==> config.mk <==
export PLATFORM = sky130hd
export DESIGN_NAME = indexed_array_list_engine_unit
export DESIGN_NICKNAME = d
export VERILOG_FILES = /design/src/hdl/iale_pkg.sv /design/src/hdl/iale_ram.sv /design/src/hdl/iale_ctrl.sv /design/src/hdl/indexed_array_list_engine_unit.sv
export SDC_FILE = /design/constraint.sdc
export NUM_CORES = 1
export LEC_CHECK = 0
export ABC_CLOCK_PERIOD_IN_PS = 5300
export BUFFER_PORTS_ARGS = -buffer_cell sky130_fd_sc_hd__buf_2
export CELL_PAD_IN_SITES_DETAIL_PLACEMENT = 0
export CELL_PAD_IN_SITES_GLOBAL_PLACEMENT = 1
export CORE_MARGIN = 2
export CORE_UTILIZATION = 48
export DETAILED_ROUTE_END_ITERATION = 10
export PLACE_DENSITY_LB_ADDON = 0.1
export RECOVER_POWER = 100
export SYNTH_ARGS = -nofsm -noshare
export SYNTH_HDL_FRONTEND = slang
export SYNTH_SLANG_ARGS = --single-unit
==> constraint.sdc <==
create_clock -name aclk -period 5.3 [get_ports aclk]
set_input_delay 0.265 -clock aclk [delete_from_list [all_inputs] [get_ports aclk]]
set_output_delay 0.265 -clock aclk [all_outputs]
set_load 0.02 [all_outputs]
==> src/hdl/iale_pkg.sv <==
`timescale 1ns / 1ps

package iale_pkg;

    // fixed widths of the channel fields
    localparam int KIND_W  = 3;
    localparam int POS_W   = 5;
    localparam int POS2_W  = 4;
    localparam int VALUE_W = 32;
    localparam int FOUND_W = 4;
    localparam int COUNT_W = 5;

    typedef enum logic [KIND_W-1:0] {
        KIND_GET     = 3'd0,
        KIND_SET     = 3'd1,
        KIND_INSERT  = 3'd2,
        KIND_DELETE  = 3'd3,
        KIND_FIND    = 3'd4,
        KIND_SWAP    = 3'd5,
        KIND_REVERSE = 3'd6,
        KIND_CLEAR   = 3'd7
    } kind_t;

    typedef enum logic [4:0] {
        ST_IDLE,
        ST_DECODE,
        ST_GET_RD,
        ST_GET_CAP,
        ST_INS_STEP,
        ST_INS_WR,
        ST_DEL_RD0,
        ST_DEL_CAP,
        ST_DEL_RD,
        ST_DEL_WR,
        ST_FIND_RD,
        ST_FIND_CMP,
        ST_SW_RA,
        ST_SW_RB,
        ST_SW_WA,
        ST_SW_WB,
        ST_DONE
    } state_t;

    typedef struct packed {
        logic               ok;
        logic [VALUE_W-1:0] read_value;
        logic [FOUND_W-1:0] found_position;
        logic [COUNT_W-1:0] count;
    } result_t;

endpackage

==> src/hdl/iale_ram.sv <==
`timescale 1ns / 1ps

module iale_ram #(
    parameter int WIDTH = 32,
    parameter int DEPTH = 16
) (
    input  logic                     aclk,
    input  logic                     we,
    input  logic [$clog2(DEPTH)-1:0] waddr,
    input  logic [WIDTH-1:0]         wdata,
    input  logic                     re,
    input  logic [$clog2(DEPTH)-1:0] raddr,
    output logic [WIDTH-1:0]         rdata
);

    logic [WIDTH-1:0] mem [DEPTH];
    logic [WIDTH-1:0] rdata_reg;

    always_ff @(posedge aclk) begin
        if (we) begin
            mem[waddr] <= wdata;
        end
        if (re) begin
            rdata_reg <= mem[raddr];
        end
    end

    assign rdata = rdata_reg;

endmodule

==> src/hdl/iale_ctrl.sv <==
`timescale 1ns / 1ps

module iale_ctrl import iale_pkg::*; #(
    parameter int DEPTH     = 16,
    parameter int WORD_BITS = 32
) (
    input  logic                     aclk,
    input  logic                     aresetn,
    // command word
    input  logic                     cmd_valid,
    output logic                     cmd_ready,
    input  logic [KIND_W-1:0]        cmd_kind,
    input  logic [POS_W-1:0]         cmd_position,
    input  logic [POS2_W-1:0]        cmd_other_position,
    input  logic signed [VALUE_W-1:0] cmd_value,
    // result word
    output logic                     res_valid,
    input  logic                     res_ready,
    output result_t                  res,
    // entry memory
    output logic                     mem_we,
    output logic [$clog2(DEPTH)-1:0] mem_waddr,
    output logic [WORD_BITS-1:0]     mem_wdata,
    output logic                     mem_re,
    output logic [$clog2(DEPTH)-1:0] mem_raddr,
    input  logic [WORD_BITS-1:0]     mem_rdata
);

    localparam int IDX_W = $clog2(DEPTH);
    localparam int CNT_W = $clog2(DEPTH + 1);
    localparam int CMP_W = (CNT_W > POS_W) ? CNT_W : POS_W;

    state_t state_reg, state_next;
    kind_t  kind_reg, kind_next;
    logic [POS_W-1:0]     pos_reg, pos_next;
    logic [POS2_W-1:0]    pos2_reg, pos2_next;
    logic [WORD_BITS-1:0] word_reg, word_next;
    logic [CNT_W-1:0]     fill_reg, fill_next;
    logic [CNT_W-1:0]     k_reg, k_next;
    logic [IDX_W-1:0]     a_reg, a_next;
    logic [IDX_W-1:0]     b_reg, b_next;
    logic [WORD_BITS-1:0] hold_reg, hold_next;
    logic                 ok_reg, ok_next;
    logic [VALUE_W-1:0]   rdv_reg, rdv_next;
    logic [FOUND_W-1:0]   fnd_reg, fnd_next;

    logic [CMP_W-1:0] pos_x, pos2_x, n_x;
    logic             pos_in, pos2_in, ins_ok, k_at_pos;
    logic [IDX_W-1:0] pos_idx, pos2_idx, k_idx;
    logic [CNT_W-1:0] k_plus, k_minus;
    logic [IDX_W-1:0] a_plus, b_minus;
    logic             rev_more, del_more, find_more, match;

    assign pos_x     = CMP_W'(pos_reg);
    assign pos2_x    = CMP_W'(pos2_reg);
    assign n_x       = CMP_W'(fill_reg);
    assign pos_in    = pos_x < n_x;
    assign pos2_in   = pos2_x < n_x;
    assign ins_ok    = (fill_reg != CNT_W'(DEPTH)) && (pos_x <= n_x);
    assign pos_idx   = IDX_W'(pos_reg);
    assign pos2_idx  = IDX_W'(pos2_reg);
    assign k_idx     = k_reg[IDX_W-1:0];
    assign k_plus    = k_reg + 1'b1;
    assign k_minus   = k_reg - 1'b1;
    assign k_at_pos  = CMP_W'(k_reg) == pos_x;
    assign a_plus    = a_reg + 1'b1;
    assign b_minus   = b_reg - 1'b1;
    assign rev_more  = (kind_reg == KIND_REVERSE) && (a_plus < b_minus);
    assign del_more  = k_plus < fill_reg;
    assign find_more = k_reg < fill_reg;
    assign match     = mem_rdata == word_reg;

    // next state
    always_comb begin
        state_next = state_reg;
        case (state_reg)
            ST_IDLE: begin
                if (cmd_valid) begin
                    state_next = ST_DECODE;
                end
            end
            ST_DECODE: begin
                case (kind_reg)
                    KIND_GET:     state_next = pos_in ? ST_GET_RD : ST_DONE;
                    KIND_INSERT:  state_next = ins_ok ? ST_INS_STEP : ST_DONE;
                    KIND_DELETE:  state_next = pos_in ? ST_DEL_RD0 : ST_DONE;
                    KIND_FIND:    state_next = ST_FIND_RD;
                    KIND_SWAP:    state_next = (pos_in && pos2_in) ? ST_SW_RA : ST_DONE;
                    KIND_REVERSE: state_next = (fill_reg > CNT_W'(1)) ? ST_SW_RA : ST_DONE;
                    default:      state_next = ST_DONE;
                endcase
            end
            ST_GET_RD:   state_next = ST_GET_CAP;
            ST_GET_CAP:  state_next = ST_DONE;
            ST_INS_STEP: state_next = k_at_pos ? ST_DONE : ST_INS_WR;
            ST_INS_WR:   state_next = ST_INS_STEP;
            ST_DEL_RD0:  state_next = ST_DEL_CAP;
            ST_DEL_CAP:  state_next = ST_DEL_RD;
            ST_DEL_RD:   state_next = del_more ? ST_DEL_WR : ST_DONE;
            ST_DEL_WR:   state_next = ST_DEL_RD;
            ST_FIND_RD:  state_next = find_more ? ST_FIND_CMP : ST_DONE;
            ST_FIND_CMP: state_next = match ? ST_DONE : ST_FIND_RD;
            ST_SW_RA:    state_next = ST_SW_RB;
            ST_SW_RB:    state_next = ST_SW_WA;
            ST_SW_WA:    state_next = ST_SW_WB;
            ST_SW_WB:    state_next = rev_more ? ST_SW_RA : ST_DONE;
            ST_DONE: begin
                if (res_ready) begin
                    state_next = ST_IDLE;
                end
            end
            default:     state_next = ST_IDLE;
        endcase
    end

    // handshake and memory port controls
    always_comb begin
        cmd_ready = 1'b0;
        res_valid = 1'b0;
        mem_we    = 1'b0;
        mem_waddr = k_idx;
        mem_wdata = mem_rdata;
        mem_re    = 1'b0;
        mem_raddr = k_idx;
        case (state_reg)
            ST_IDLE: cmd_ready = 1'b1;
            ST_DECODE: begin
                if (kind_reg == KIND_SET && pos_in) begin
                    mem_we    = 1'b1;
                    mem_waddr = pos_idx;
                    mem_wdata = word_reg;
                end
            end
            ST_GET_RD, ST_DEL_RD0: begin
                mem_re    = 1'b1;
                mem_raddr = pos_idx;
            end
            ST_INS_STEP: begin
                if (k_at_pos) begin
                    mem_we    = 1'b1;
                    mem_waddr = pos_idx;
                    mem_wdata = word_reg;
                end else begin
                    mem_re    = 1'b1;
                    mem_raddr = k_minus[IDX_W-1:0];
                end
            end
            ST_INS_WR, ST_DEL_WR: mem_we = 1'b1;
            ST_DEL_RD: begin
                mem_re    = del_more;
                mem_raddr = k_plus[IDX_W-1:0];
            end
            ST_FIND_RD: mem_re = find_more;
            ST_SW_RA: begin
                mem_re    = 1'b1;
                mem_raddr = a_reg;
            end
            ST_SW_RB: begin
                mem_re    = 1'b1;
                mem_raddr = b_reg;
            end
            ST_SW_WA: begin
                mem_we    = 1'b1;
                mem_waddr = a_reg;
            end
            ST_SW_WB: begin
                mem_we    = 1'b1;
                mem_waddr = b_reg;
                mem_wdata = hold_reg;
            end
            ST_DONE: res_valid = 1'b1;
            default: cmd_ready = 1'b0;
        endcase
    end

    // datapath next values
    always_comb begin
        kind_next = kind_reg;
        pos_next  = pos_reg;
        pos2_next = pos2_reg;
        word_next = word_reg;
        fill_next = fill_reg;
        k_next    = k_reg;
        a_next    = a_reg;
        b_next    = b_reg;
        hold_next = hold_reg;
        ok_next   = ok_reg;
        rdv_next  = rdv_reg;
        fnd_next  = fnd_reg;
        case (state_reg)
            ST_IDLE: begin
                kind_next = kind_t'(cmd_kind);
                pos_next  = cmd_position;
                pos2_next = cmd_other_position;
                word_next = WORD_BITS'($unsigned(cmd_value));
                ok_next   = 1'b0;
                rdv_next  = '0;
                fnd_next  = '0;
            end
            ST_DECODE: begin
                case (kind_reg)
                    KIND_SET:    ok_next = pos_in;
                    KIND_INSERT: begin
                        if (ins_ok) begin
                            ok_next   = 1'b1;
                            k_next    = fill_reg;
                            fill_next = fill_reg + 1'b1;
                        end
                    end
                    KIND_DELETE: ok_next = pos_in;
                    KIND_FIND:   k_next = '0;
                    KIND_SWAP: begin
                        ok_next = pos_in && pos2_in;
                        a_next  = pos_idx;
                        b_next  = pos2_idx;
                    end
                    KIND_REVERSE: begin
                        ok_next = 1'b1;
                        a_next  = '0;
                        b_next  = IDX_W'(fill_reg - 1'b1);
                    end
                    KIND_CLEAR: begin
                        ok_next   = 1'b1;
                        fill_next = '0;
                    end
                    default: ok_next = 1'b0;
                endcase
            end
            ST_GET_CAP: begin
                ok_next  = 1'b1;
                rdv_next = VALUE_W'(mem_rdata);
            end
            ST_INS_WR: k_next = k_minus;
            ST_DEL_CAP: begin
                rdv_next = VALUE_W'(mem_rdata);
                k_next   = CNT_W'(pos_reg);
            end
            ST_DEL_RD: begin
                if (!del_more) begin
                    fill_next = fill_reg - 1'b1;
                end
            end
            ST_DEL_WR: k_next = k_plus;
            ST_FIND_CMP: begin
                if (match) begin
                    ok_next  = 1'b1;
                    fnd_next = FOUND_W'(k_reg);
                end else begin
                    k_next = k_plus;
                end
            end
            ST_SW_RB: hold_next = mem_rdata;
            ST_SW_WB: begin
                if (rev_more) begin
                    a_next = a_plus;
                    b_next = b_minus;
                end
            end
            default: k_next = k_reg;
        endcase
    end

    always_ff @(posedge aclk) begin
        if (!aresetn) begin
            state_reg <= ST_IDLE;
            fill_reg  <= '0;
        end else begin
            state_reg <= state_next;
            fill_reg  <= fill_next;
        end
    end

    always_ff @(posedge aclk) begin
        kind_reg <= kind_next;
        pos_reg  <= pos_next;
        pos2_reg <= pos2_next;
        word_reg <= word_next;
        k_reg    <= k_next;
        a_reg    <= a_next;
        b_reg    <= b_next;
        hold_reg <= hold_next;
        ok_reg   <= ok_next;
        rdv_reg  <= rdv_next;
        fnd_reg  <= fnd_next;
    end

    assign res.ok             = ok_reg;
    assign res.read_value     = rdv_reg;
    assign res.found_position = fnd_reg;
    assign res.count          = COUNT_W'(fill_reg);

    // single port discipline: never a read and a write in the same cycle
    a_port_excl: assert property (@(posedge aclk) disable iff (!aresetn)
        !(mem_we && mem_re))
        else $error("read and write issued together");

    // writes only land inside the held part of the list
    a_write_in_range: assert property (@(posedge aclk) disable iff (!aresetn)
        mem_we |-> (CNT_W'(mem_waddr) < fill_reg))
        else $error("write beyond fill count");

    a_fill_bound: assert property (@(posedge aclk) disable iff (!aresetn)
        fill_reg <= CNT_W'(DEPTH))
        else $error("fill count above depth");

    // the count moves by one, or drops to zero on clear
    a_fill_step: assert property (@(posedge aclk) disable iff (!aresetn)
        !$stable(fill_reg) |-> (fill_reg == $past(fill_reg) + 1'b1 ||
                                fill_reg == $past(fill_reg) - 1'b1 ||
                                fill_reg == '0))
        else $error("fill count jumped");

endmodule

==> src/hdl/indexed_array_list_engine_unit.sv <==
`timescale 1ns / 1ps

// channel  | direction | ports                                              | handshake
// s_       | in        | s_kind, s_position, s_other_position, s_value     | s_valid / s_ready
// m_       | out       | m_ok, m_read_value, m_found_position, m_count     | m_valid / m_ready
//
// one command word at a time; the next word is taken only after the result has gone to the output register
// the controller uses the one entry memory for one read or one write a cycle, with registered read data
// reset clears the fill count, the controller state and the output valid flag; the entry memory is never cleared
// the result sits in an output register, so a new word is taken while m_ready is held low

module indexed_array_list_engine_unit import iale_pkg::*; #(
    parameter int DEPTH     = 16,
    parameter int WORD_BITS = 32
) (
    input  logic                      aclk,
    input  logic                      aresetn,
    input  logic                      s_valid,
    output logic                      s_ready,
    input  logic [KIND_W-1:0]         s_kind,
    input  logic [POS_W-1:0]          s_position,
    input  logic [POS2_W-1:0]         s_other_position,
    input  logic signed [VALUE_W-1:0] s_value,
    output logic                      m_valid,
    input  logic                      m_ready,
    output logic                      m_ok,
    output logic signed [VALUE_W-1:0] m_read_value,
    output logic [FOUND_W-1:0]        m_found_position,
    output logic [COUNT_W-1:0]        m_count
);

    localparam int IDX_W = $clog2(DEPTH);

    // controller to output register
    result_t res;
    logic    res_valid;
    logic    res_ready;

    // entry memory port
    logic                 mem_we;
    logic [IDX_W-1:0]     mem_waddr;
    logic [WORD_BITS-1:0] mem_wdata;
    logic                 mem_re;
    logic [IDX_W-1:0]     mem_raddr;
    logic [WORD_BITS-1:0] mem_rdata;

    // output register
    logic    m_valid_reg, m_valid_next;
    result_t m_res_reg, m_res_next;

    iale_ctrl #(
        .DEPTH     (DEPTH),
        .WORD_BITS (WORD_BITS)
    ) u_ctrl (
        .aclk               (aclk),
        .aresetn            (aresetn),
        .cmd_valid          (s_valid),
        .cmd_ready          (s_ready),
        .cmd_kind           (s_kind),
        .cmd_position       (s_position),
        .cmd_other_position (s_other_position),
        .cmd_value          (s_value),
        .res_valid          (res_valid),
        .res_ready          (res_ready),
        .res                (res),
        .mem_we             (mem_we),
        .mem_waddr          (mem_waddr),
        .mem_wdata          (mem_wdata),
        .mem_re             (mem_re),
        .mem_raddr          (mem_raddr),
        .mem_rdata          (mem_rdata)
    );

    iale_ram #(
        .WIDTH (WORD_BITS),
        .DEPTH (DEPTH)
    ) u_ram (
        .aclk  (aclk),
        .we    (mem_we),
        .waddr (mem_waddr),
        .wdata (mem_wdata),
        .re    (mem_re),
        .raddr (mem_raddr),
        .rdata (mem_rdata)
    );

    // the output register takes a new result when empty or being drained
    assign res_ready = !m_valid_reg || m_ready;

    always_comb begin
        m_valid_next = m_valid_reg;
        m_res_next   = m_res_reg;
        if (res_valid && res_ready) begin
            m_valid_next = 1'b1;
            m_res_next   = res;
        end else if (m_ready) begin
            m_valid_next = 1'b0;
        end
    end

    always_ff @(posedge aclk) begin
        if (!aresetn) begin
            m_valid_reg <= 1'b0;
        end else begin
            m_valid_reg <= m_valid_next;
        end
    end

    // payload needs no reset
    always_ff @(posedge aclk) begin
        m_res_reg <= m_res_next;
    end

    assign m_valid          = m_valid_reg;
    assign m_ok             = m_res_reg.ok;
    assign m_read_value     = $signed(m_res_reg.read_value);
    assign m_found_position = m_res_reg.found_position;
    assign m_count          = m_res_reg.count;

endmodule

# == After elaboration in Yosys (flattened, before gate mapping) ==
# Memories as Yosys holds them, arrays and structs flattened. A register that Yosys moved wholly into a read port is not among the register bits.
# Index checks and enable logic that the tools add are counted.
# op_classes
add_sub_neg,6
order_cmp,7
n_eq_ne,37
mux,54
reduce_logical,29
# op_table
cell,count
32-bit case mux with 3 select lines,1
5-bit two-way mux,16
5-bit case mux with 16 select lines,1
32-bit two-way mux,2
32-bit case mux with 2 select lines,1
5-bit by 4-bit == test with 1-bit output (second input constant),8
4-bit case mux with 2 select lines,5
32-bit == test,1
5-bit case mux with 2 select lines,3
5-bit case mux with 6 select lines,1
5-bit case mux with 5 select lines,1
4-bit two-way mux,6
5-bit by 3-bit == test with 1-bit output (second input constant),4
4-bit case mux with 5 select lines,1
4-bit case mux with 4 select lines,1
5-bit < comparator,3
3-bit == test (second input constant),4
3-bit by 2-bit != test with 1-bit output (second input constant),4
4-bit AND reduction,3
1-bit two-way mux,11
5-bit by 1-bit adder with 5-bit output (second input constant),2
5-bit by 2-bit == test with 1-bit output (second input constant),2
2-bit != test (second input constant),5
2-bit nonzero test,5
28 further kinds,42
# totals
register_bits,179
ramBits,512
inputBits,48
output_inout_bits,44
word_cells,152
n_memories,1
# memory_table
memory,depth,width,read_ports,rd_clocked_by_memory_dff,write_ports,line_no,source
u_ram.mem,16,32,1,1,1,iale_ram.sv:16,logic [WIDTH-1:0] mem [DEPTH];

# == Depth between registers and ports, before layout ==
# Gate-level depths: netlist (run 1).
# logic_depth
word_depth,6
mapped_depth,12
ltp_nobuf,11

# == Cells and area by module ==
# From an unflattened synthesis (run 1), not the netlist that was laid out.
# hier_totals
hier_cells,1576
hier_area_um2,29022.8
# by_module_without_submodules
mod,n_inst,cells_per_inst,area_each_um2,seq_area_each_um2
iale_ram,1,838,20155.6,16335.7
iale_ctrl,1,691,7548.5,3983.8
indexed_array_list_engine_unit,1,47,1318.8,1281.2

# == Worst setup path after synthesis (run 1) ==
# Ideal clock, no wire load.
# synth_path
path_kind,flip-flop to flip-flop
startpoint,register u_ctrl.fill_reg[3]
endpoint,"memory u_ram.mem[4][0], enable pin"
setup_ns,0.468
t_arrival_ns,5.023
required_ns,4.832
path_slack_ns,-0.191
path_stages_with_launch,11
path_buffers,1
synth_period_minus_slack_ns,5.491
path_cell_list,dfxtp_1 clkbuf_1 inv_1 ha_1 a21o_1 a21oi_1 nand3_1 a2111o_1 a222oi_1 nand2_1 nor3b_1
# synth_via
elab_chain_len,6
elab_cells_between_ends,8
cone_classes,order compare: 1; mux: 6; reduce/logical: 1
# synth_rtl
item,line_no,source
"start, declared",iale_ctrl.sv:38,"logic [CNT_W-1:0] fill_reg, fill_next;"
"start signal, assigned",iale_ctrl.sv:269,fill_reg <= fill_next;
5-bit < comparator (*),iale_ctrl.sv:57,assign pos_in = pos_x < n_x;
1-bit logical AND (*),iale_ctrl.sv:128,if (kind_reg == KIND_SET && pos_in) begin
1-bit two-way mux,iale_ctrl.sv:128,
1-bit case mux with 3 select lines,iale_ctrl.sv:125,case (state_reg)
1-bit two-way mux,iale_ram.sv:20,if (we) begin
1-bit two-way mux (not written as such),iale_ram.sv:21,mem[waddr] <= wdata;
"end, declared",iale_ram.sv:16,
# Every way passes the cells marked *; elsewhere a longest branch is shown, timed or not.

# == Worst setup path after layout (run 1) ==
# layout_path
startpoint,register u_ctrl.state_reg[2]
endpoint,"register u_ram.rdata_reg[26] (netlist: u_ram.rdata[26]) (read register of u_ram.mem), data pin"
# layout_via
elab_chain_len,3
elab_cells_between_ends,11
cone_classes,eq/ne: 7; mux: 2; reduce/logical: 2
# layout_rtl
item,line_no,source
"start, declared",iale_ctrl.sv:33,"state_t state_reg, state_next;"
"start signal, assigned",iale_ctrl.sv:268,state_reg <= state_next;
5-bit by 2-bit == test with 1-bit output (tied with other cells),iale_ctrl.sv:125,
4-bit OR reduction (no line) / 2-bit OR reduction (equally long branches),n/a,
1-bit case mux with 4 select lines / 4-bit case mux with 5 select lines (equally long branches),iale_ctrl.sv:125,
"end, declared",iale_ram.sv:17,logic [WIDTH-1:0] rdata_reg;
# Parallel ways exist; a longest one is shown, timed or not.
# A chain may end at the register's enable or synchronous reset.

==> results.tsv, run 1 <==
stage	metric	value	unit
status	outcome	complete, but fails checks	
status	failed_checks	capacitance limit, slew limit	
synth	yosys_warnings	0	
final_layout	layout.cells.non_filler	2886	
floorplan	die_h	254	µm
synth	synth_area_per_cell	16.6	µm²
synth	netlist-cell-type-count	78	
floorplan	fp.dieArea	64400	µm²
synth	synth_seq_cells	723	
hold_path	min_path_type	in -> reg	
final_layout	drive_gt1_frac	0.188	
timing	setup_tns	0	ns
drt	wl	71700	µm
timing	fmax	212	MHz
job	drv_cap	4	
setup_path	critPathLaunchType	flop	
synth	synth-edff-count	712	
global_route	grt_pass1_vias	16400	
clock_network	cts.path.max_buffers	3	
synth	syn-instance-count	1802	
clock_network	cts_tree	done	
synth	netlist_area	29900	µm²
drt	drtIter0Drc	1497	
placed_design	place_inst	2697	
clock_network	cts.sinks	723	
pwr	p_comb_frac	0.340	
drt	routedWlPerCell	24.9	µm
synth	ys_seq_area_frac	0.722	
pwr	internal_power	0.0133	W
pwr	pwr-share-seq	0.409	
drt	drt_first_pass_iters	5	
timing	fin_crit	4.71	ns
timing	worst_slack	0.588	ns
placed_design	dp_hpwl	46300	µm
timing	drv_slew	149	
clock_network	clkLatencyLatePin	0.62	ns
timing	rsz0062_at_grt	false	
pwr	pwr-share-clk	0.251	
drt	vias	16400	
placed_design	place_ws	0.961	ns
global_route	grt_start_max_net_pins	67	
placed_design	gp_congestion	0.906	
final_layout	final_nets	2060	
drt	drc	0	
global_route	overflow	0	
clock_network	path_clk_slew	0.06	ns
clock_network	root_buffer	clkbuf_16	
final_layout	syn2layout_area_growth	14.4	%
timing	fin_crit_sh	0.889	
pwr	irDropWorstVdd	0.417	mV
setup_path	crit_arrival	5.11	ns
setup_path	cp-end-kind	flop	
synth	syn_nets	1877	
global_route	antenna_found_initial	1	
timing	max-slew-margin-rel	-0.571	
floorplan	placementRows	91	
setup_path	crit_type	reg -> reg	
timing	worst_pin_slew	2.36	ns
final_layout	fill_cells	4965	
timing	finalHoldViolations	0	
pwr	p_leak	11.7	nW
pwr	switching_share	0.356	
global_route	grt_pass1_wl	105000	µm
clock_network	cts.repair.resized	0	
clock_network	cts_made_buffers	78	
global_route	grt_usage	0.223	
placed_design	port_buffers	91	
timing	finalSetupViolations	0	
floorplan	fp.dieW	254	µm
setup_path	path_max_fanout	21	
timing	final.setup_skew	0.0221	ns
final_layout	largest_reg_flops	512	
pwr	switchingPower	0.00735	W
floorplan	core-area	61700	µm²
floorplan	boundaryPins	92	
drt	via_per_inst	5.70	
synth	async_flop_share	0	
final_layout	top_register	u_ram.mem	
setup_path	critical_path_required	5.70	ns
floorplan	start_util	0.485	
drt	postRouteAntennaNets	0	
clock_network	htree_levels	3	
synth	ys.flop_type	edfxtp_1	
pwr	p_per_area	603	nW/µm²
## worst max-delay path, stage by stage, from the launching register on
cell      delay, ns
dfxtp_1        0.60
clkbuf_1       0.32
nor3b_2        0.22
nand2_1        0.23
o21ba_2        0.25
o32a_1         0.44
nor2_2         1.07
clkbuf_1       0.53
mux2i_1        0.25
o22ai_1        0.17
nor3_2         0.39
## layout make-up
class | instances | area [µm²] | area share
tap | 837 | 1050 | 0.0306
inverter | 50 | 188 | 0.00548
clock inverter | 49 | 428 | 0.0125
clock buffer | 93 | 2010 | 0.0586
antenna | 2 | 5.00 | 0.000146
multi-input combinational | 933 | 7720 | 0.225
sequential | 723 | 21600 | 0.631
timing repair buffer | 199 | 1250 | 0.0365
## synthesized netlist by cell type (16+ instances only)
cell type | count | area (µm²)
mux2_2 | 129 | 1450
buf_2 | 28 | 140
mux2i_1 | 193 | 1930
xnor2_1 | 46 | 403
nand2_1 | 56 | 210
clkbuf_1 | 42 | 158
o22ai_1 | 98 | 613
inv_1 | 50 | 188
and2_1 | 38 | 238
ha_1 | 27 | 338
nor3_2 | 31 | 310
nor2_1 | 49 | 184
a21oi_1 | 21 | 105
o21ai_0 | 24 | 120
nor3_1 | 16 | 80.1
edfxtp_1 | 712 | 21400
nand3_1 | 19 | 95.1
a222oi_1 | 34 | 340
## kinds of logic (layout without fill, tap and decap cells)
group	Yosys count	after routing	share of synthesized area
adder cells (fa/ha/maj)	27	27	0.0113
multiplexers	322	322	0.113
buffers and inverters	146	391	0.0236
AO/OA/AOI/OAI	257	257	0.0629
other	0	2	0
flip-flops	723	723	0.722
XOR/XNOR	51	51	0.0149
AND/OR/NAND/NOR	276	276	0.0526
## timing repair
action	CTS	global route
buffers inserted	0	0
hold buffers	45	0
hold endpoints to repair	45	0
## metrics by stage
stage	hold slack, ns	power (W)	area [µm²]	util
after floorplan	0.364	0.0131	29900	-
after global placement	0.400	0.0156	31600	0.512
after detailed placement	0.405	0.0157	31600	0.512
after CTS	0.0208	0.0209	34500	0.559
after global routing	0.0336	0.0216	34200	0.555
final	0.0650	0.0207	34200	0.555
## power groups by stage
stage | Combinational (W) | Clock, W | Sequential [W]
6_report | 0.00703 | 0.00518 | 0.00846
4_1_cts | 0.00719 | 0.00531 | 0.00843
5_1_grt | 0.00757 | 0.00551 | 0.00852
2_1_floorplan | 0.00472 | 0 | 0.00839
3_3_place_gp | 0.00708 | 0 | 0.00853
3_5_place_dp | 0.00715 | 0 | 0.00853
## placed cells by master (no fill, tap or decap), types with 24 or more instances in the layout
cell type,n
nor2_1,32
nand2_1,56
buf_4,32
o22ai_1,98
edfxtp_1,712
inv_1,50
nor3_1,30
dlygate4sd3_1,45
ha_1,27
clkbuf_1,80
mux2_2,129
clkbuf_16,78
xnor2_1,46
o21ai_0,24
a222oi_1,34
buf_2,44
mux2i_1,193
## routing by layer
layer	track usage	vias up	wire length [µm]
li1	-	7509	-
met1	0.349	8345	35600
met2	0.322	494	30400
met3	0.0423	93	4410
met4	0.0528	0	1370
met5	0	-	0
## path summary, 6_finish.rpt
path              depth (start not counted)                 from                 end  slack (ns)
setup / recovery                         10  u_ctrl.state_reg[2]     u_ram.rdata[26]        0.59
hold / removal                            2              aresetn  u_ctrl.fill_reg[1]        0.07
setup reg to reg                         10  u_ctrl.state_reg[2]     u_ram.rdata[26]        0.59
hold reg to reg                           0   u_ctrl.rdv_reg[23]    m_read_value[23]        0.42
Power figures use the tool's default switching activity.
==> run 2: changes to the inputs <==
ABC_CLOCK_PERIOD_IN_PS = 3850   (was 5300)
clock period = 3.85 ns   (was 5.3 ns; I/O delays follow)
==> results.tsv, run 2 (synthesis results as in run 1) <==
stage	metric	value	unit
drt	drc	0	
setup_path	critical_path_required	4.19	ns
placed_design	gp_congestion	0.901	
clock_network	htree_levels	3	
setup_path	crit_arrival	4.01	ns
clock_network	cts.sinks	723	
final_layout	mostFrequentLayoutCell	edfxtp_1	
timing	finalSetupViolations	0	
timing	fmax	272	MHz
pwr	p_per_area	821	nW/µm²
drt	vias	16800	
final_layout	layout_common_cells	edfxtp_1, mux2i_1, mux2_2	
timing	worst_pin_slew	1.76	ns
setup_path	critPathLaunchType	flop	
floorplan	start_util	0.485	
final_layout	drive_gt1_frac	0.218	
timing	setup_tns	0	ns
clock_network	path_clk_slew	0.06	ns
hold_path	min_from	m_ready	
drt	via_per_inst	5.70	
drt	drt_first_pass_iters	7	
timing	fin_crit_sh	0.954	
status	outcome	complete, but fails checks	
timing	finalHoldViolations	0	
global_route	grt_usage	0.229	
final_layout	largest_reg_flops	512	
floorplan	core-area	61700	µm²
placed_design	dp_hpwl	46900	µm
floorplan	boundaryPins	92	
setup_path	crit_type	reg -> reg	
drt	wl	73500	µm
clock_network	cts_made_buffers	77	
setup_path	path_max_fanout	31	
global_route	grt_pass1_wl	108000	µm
global_route	antenna_found_initial	1	
hold_path	min_path_type	in -> reg	
final_layout	final_nets	2131	
clock_network	cts.path.max_buffers	3	
global_route	overflow	0	
final_layout	top_register	u_ram.mem	
floorplan	placementRows	91	
clock_network	root_buffer	clkbuf_16	
clock_network	cts_tree	done	
drt	drtIter0Drc	1528	
job	drv_cap	1	
global_route	grt_pass1_vias	16700	
drt	routedWlPerCell	24.9	µm
setup_path	reg2reg_from	u_ctrl.state_reg[3]	
clock_network	clkLatencyLatePin	0.61	ns
final_layout	fin_util	0.567	
timing	fin_crit	3.67	ns
pwr	p_leak	12.1	nW
final_layout	syn2layout_area_growth	16.9	%
drt	postRouteAntennaNets	0	
timing	final.setup_skew	0.0210	ns
floorplan	die_h	254	µm
final_layout	fill_cells	4912	
setup_path	cp-end-kind	flop	
global_route	grt_start_max_net_pins	50	
timing	drv_slew	33	
status	failed_checks	capacitance limit, slew limit	
placed_design	port_buffers	91	
floorplan	fp.dieW	254	µm
setup_path	worstSetupStartpoint	u_ctrl.state_reg[3]	
floorplan	fp.dieArea	64400	µm²
pwr	irDropWorstVdd	0.481	mV
timing	rsz0062_at_grt	false	
timing	max-slew-margin-rel	-0.171	
-- run 2: layer usage --
layer,vias to the layer above,part of all wire,track usage
met5,-,0,0
met4,0,0.023,0.0612
met1,8552,0.46,0.336
li1,7648,-,-
met3,108,0.053,0.0320
met2,518,0.46,0.361
-- run 2: worst paths after layout --
kind / to / slack (ns) / depth (start not counted)
setup / recovery: u_ram.rdata[0] / 0.18 / 11
hold / removal: m_valid / 0.13 / 4
setup reg to reg: u_ram.rdata[0] / 0.18 / 11
hold reg to reg: m_found_position[1] / 0.42 / 0
-- run 2: per-stage QoR --
step	instance area [µm²]	worst slack, ns	hold slack, ns	cells	power (W)
CTS	35300	0.133	0.102	2946	0.0292
global placement	32400	0.110	0.371	2762	0.0220
global route	35000	0.0268	0.107	2951	0.0301
detailed placement	32400	0.150	0.371	2762	0.0222
finish	35000	0.179	0.127	2952	0.0287
floorplan	30000	0.0384	0.291	1802	0.0181
-- run 2: repair_timing --
item | 4_1_cts | 5_1_grt
hold buffers | 47 | 0
setup endpoints to repair | 0 | 8
gates resized for setup | 0 | 2
endpoints found under the hold margin | 53 | 0
setup buffers | 0 | 4
-- run 2: area by class of cell --
| cell class | count | area [µm²] | share of cell area |
|---|---|---|---|
| inverter | 50 | 188 | 0.00537 |
| tap | 837 | 1050 | 0.0299 |
| timing repair buffer | 270 | 1990 | 0.0570 |
| sequential | 723 | 21600 | 0.618 |
| clock inverter | 42 | 327 | 0.00934 |
| clock buffer | 95 | 2040 | 0.0582 |
| multi-input combinational | 934 | 7780 | 0.223 |
| antenna | 1 | 2.50 | 0.0000715 |
-- run 2: worst max-delay path, cell delays in order (launching register included) --
cell      delay [ns]
dfxtp_1         0.58
buf_4           0.27
nor3_1          0.11
a211oi_4        0.37
o31ai_1         0.19
a221oi_2        0.38
buf_12          0.30
buf_6           0.34
mux2_2          0.37
o22ai_1         0.21
nor3_2          0.05
clkbuf_2        0.17
-- run 2: report_power, final --
part           switching (W)  internal (W)
registers           0.000604        0.0110
clock network        0.00295       0.00398
logic                0.00640       0.00383
==> run 3: changes to the inputs <==
REMOVE_ABC_BUFFERS = 1   (was default)
==> results.tsv, run 3 (synthesis results as in run 1) <==
stage	metric	value	unit
global_route	overflow	0	
timing	finalHoldViolations	0	
pwr	irDropWorstVdd	0.786	mV
setup_path	crit_arrival	3.92	ns
final_layout	largest_reg_flops	512	
drt	via_per_inst	5.77	
floorplan	die_h	254	µm
final_layout	layout_common_cells	edfxtp_1, mux2i_1, mux2_2	
pwr	p_per_area	824	nW/µm²
timing	max-slew-margin-rel	0.178	
floorplan	boundaryPins	92	
timing	worst_pin_slew	1.23	ns
pwr	p_leak	12.1	nW
final_layout	mostFrequentLayoutCell	edfxtp_1	
drt	wl	75400	µm
floorplan	fp.dieArea	64400	µm²
placed_design	port_buffers	91	
clock_network	htree_levels	3	
drt	postRouteAntennaNets	0	
placed_design	gp_congestion	0.886	
setup_path	cp-end-kind	flop	
clock_network	cts_post_setup_buffers_inserted	0	
global_route	antenna_found_initial	0	
placed_design	place_ws	0.247	ns
drt	drc	0	
status	outcome	completed	
timing	fmax	272	MHz
clock_network	root_buffer	clkbuf_16	
clock_network	cts_tree	done	
final_layout	top_register	u_ram.mem	
global_route	grt_start_max_net_pins	69	
global_route	grt_usage	0.235	
final_layout	final_area	34900	µm²
setup_path	path_max_fanout	12	
timing	final.setup_skew	0.0151	ns
final_layout	syn2layout_area_growth	16.6	%
timing	drv_slew	0	
clock_network	clkLatencyLatePin	0.61	ns
global_route	grt_pass1_vias	17100	
placed_design	dp_hpwl	47500	µm
timing	finalSetupViolations	0	
timing	fin_crit_sh	0.956	
final_layout	final_nets	2123	
timing	setup_tns	0	ns
final_layout	drive_gt1_frac	0.213	
setup_path	critical_path_required	4.08	ns
final_layout	antenna_cells	0	
floorplan	core-area	61700	µm²
clock_network	cts.path.max_buffers	3	
hold_path	min_path_type	in -> reg	
floorplan	start_util	0.485	
global_route	grt_pass1_wl	110000	µm
timing	worst_slack	0.168	ns
drt	drtIter0Drc	1432	
clock_network	cts_made_buffers	75	
floorplan	fp.dieW	254	µm
setup_path	crit_type	reg -> reg	
floorplan	placementRows	91	
timing	fin_crit	3.68	ns
drt	vias	17000	
clock_network	path_clk_slew	0.06	ns
job	drv_cap	0	
placed_design	place_area	32300	µm²
drt	routedWlPerCell	25.6	µm
drt	drt_first_pass_iters	7	
setup_path	critPathLaunchType	flop	
clock_network	cts.sinks	723	
timing	whs	0.283	ns
timing	rsz0062_at_grt	false	
==> run 3: cell types whose count changed in the layout (fill, tap and decap cells not counted), sizes merged <==
cell         previous run  this run
buf                   141       122
bufinv                  3         8
clkbuf                177       190
clkinv                 33        28
clkinvlp                3         0
diode                   1         0
dlygate4sd3            47        48
inv                    53        51
nor2                   50        49
==> run 3: final cells by class <==
class	instances	area, µm²
Clock buffer	95	2040
Clock inverter	37	404
Fill cell	4918	26800
Inverter	50	188
Multi-Input combinational cell	933	7740
Sequential cell	723	21600
Tap cell	837	1050
Timing Repair Buffer	265	1900
==> run 3: per-stage QoR <==
stage	util	total power (W)	std cells
2_1_floorplan	-	0.0173	1706
3_3_place_gp	0.524	0.0218	2760
3_5_place_dp	0.524	0.0219	2760
4_1_cts	0.572	0.0292	2940
5_1_grt	0.566	0.0300	2940
6_report	0.566	0.0288	2940
==> run 3: report_power, final <==
part	total [W]	internal (W)	switching, W
clock	0.00722	0.00428	0.00294
combinational	0.00997	0.00366	0.00631
sequential	0.0116	0.0109	0.000626
==> run 3: worst paths after layout <==
| path | start | endpoint | slack [ns] | cells past startpoint |
|---|---|---|---|---|
| worst max-delay path | u_ctrl.fill_reg[4] | u_ram.mem[7][10] | 0.17 | 10 |
| worst min-delay path | s_value[23] | u_ctrl.word_reg[23] | 0.28 | 2 |
| worst max register to register | u_ctrl.fill_reg[4] | u_ram.mem[7][10] | 0.17 | 10 |
| worst min register to register | u_ctrl.rdv_reg[30] | m_read_value[30] | 0.42 | 0 |
==> run 3: what timing repair did <==
| action | 4_1_cts | 5_1_grt |
|---|---|---|
| gates resized for setup | 0 | 0 |
| hold buffers | 48 | 0 |
| hold endpoints to repair | 54 | 0 |
==> run 3: critical path: stages (launching register included) <==
cell,delay [ns]
dfxtp_1,0.46
inv_1,0.17
ha_1,0.34
and3_1,0.19
o21ai_0,0.11
nand3_1,0.21
a2111o_1,0.53
a222oi_1,0.47
or2_2,0.32
nor2_1,0.09
clkbuf_2,0.39
==> run 3: layer usage <==
metal / up-vias / track usage / routed length [µm]
li1: 7608 / - / -
met1: 8795 / 0.336 / 34400
met2: 462 / 0.381 / 35800
met3: 95 / 0.0357 / 3730
met4: 0 / 0.0587 / 1380
met5: - / 0 / 0
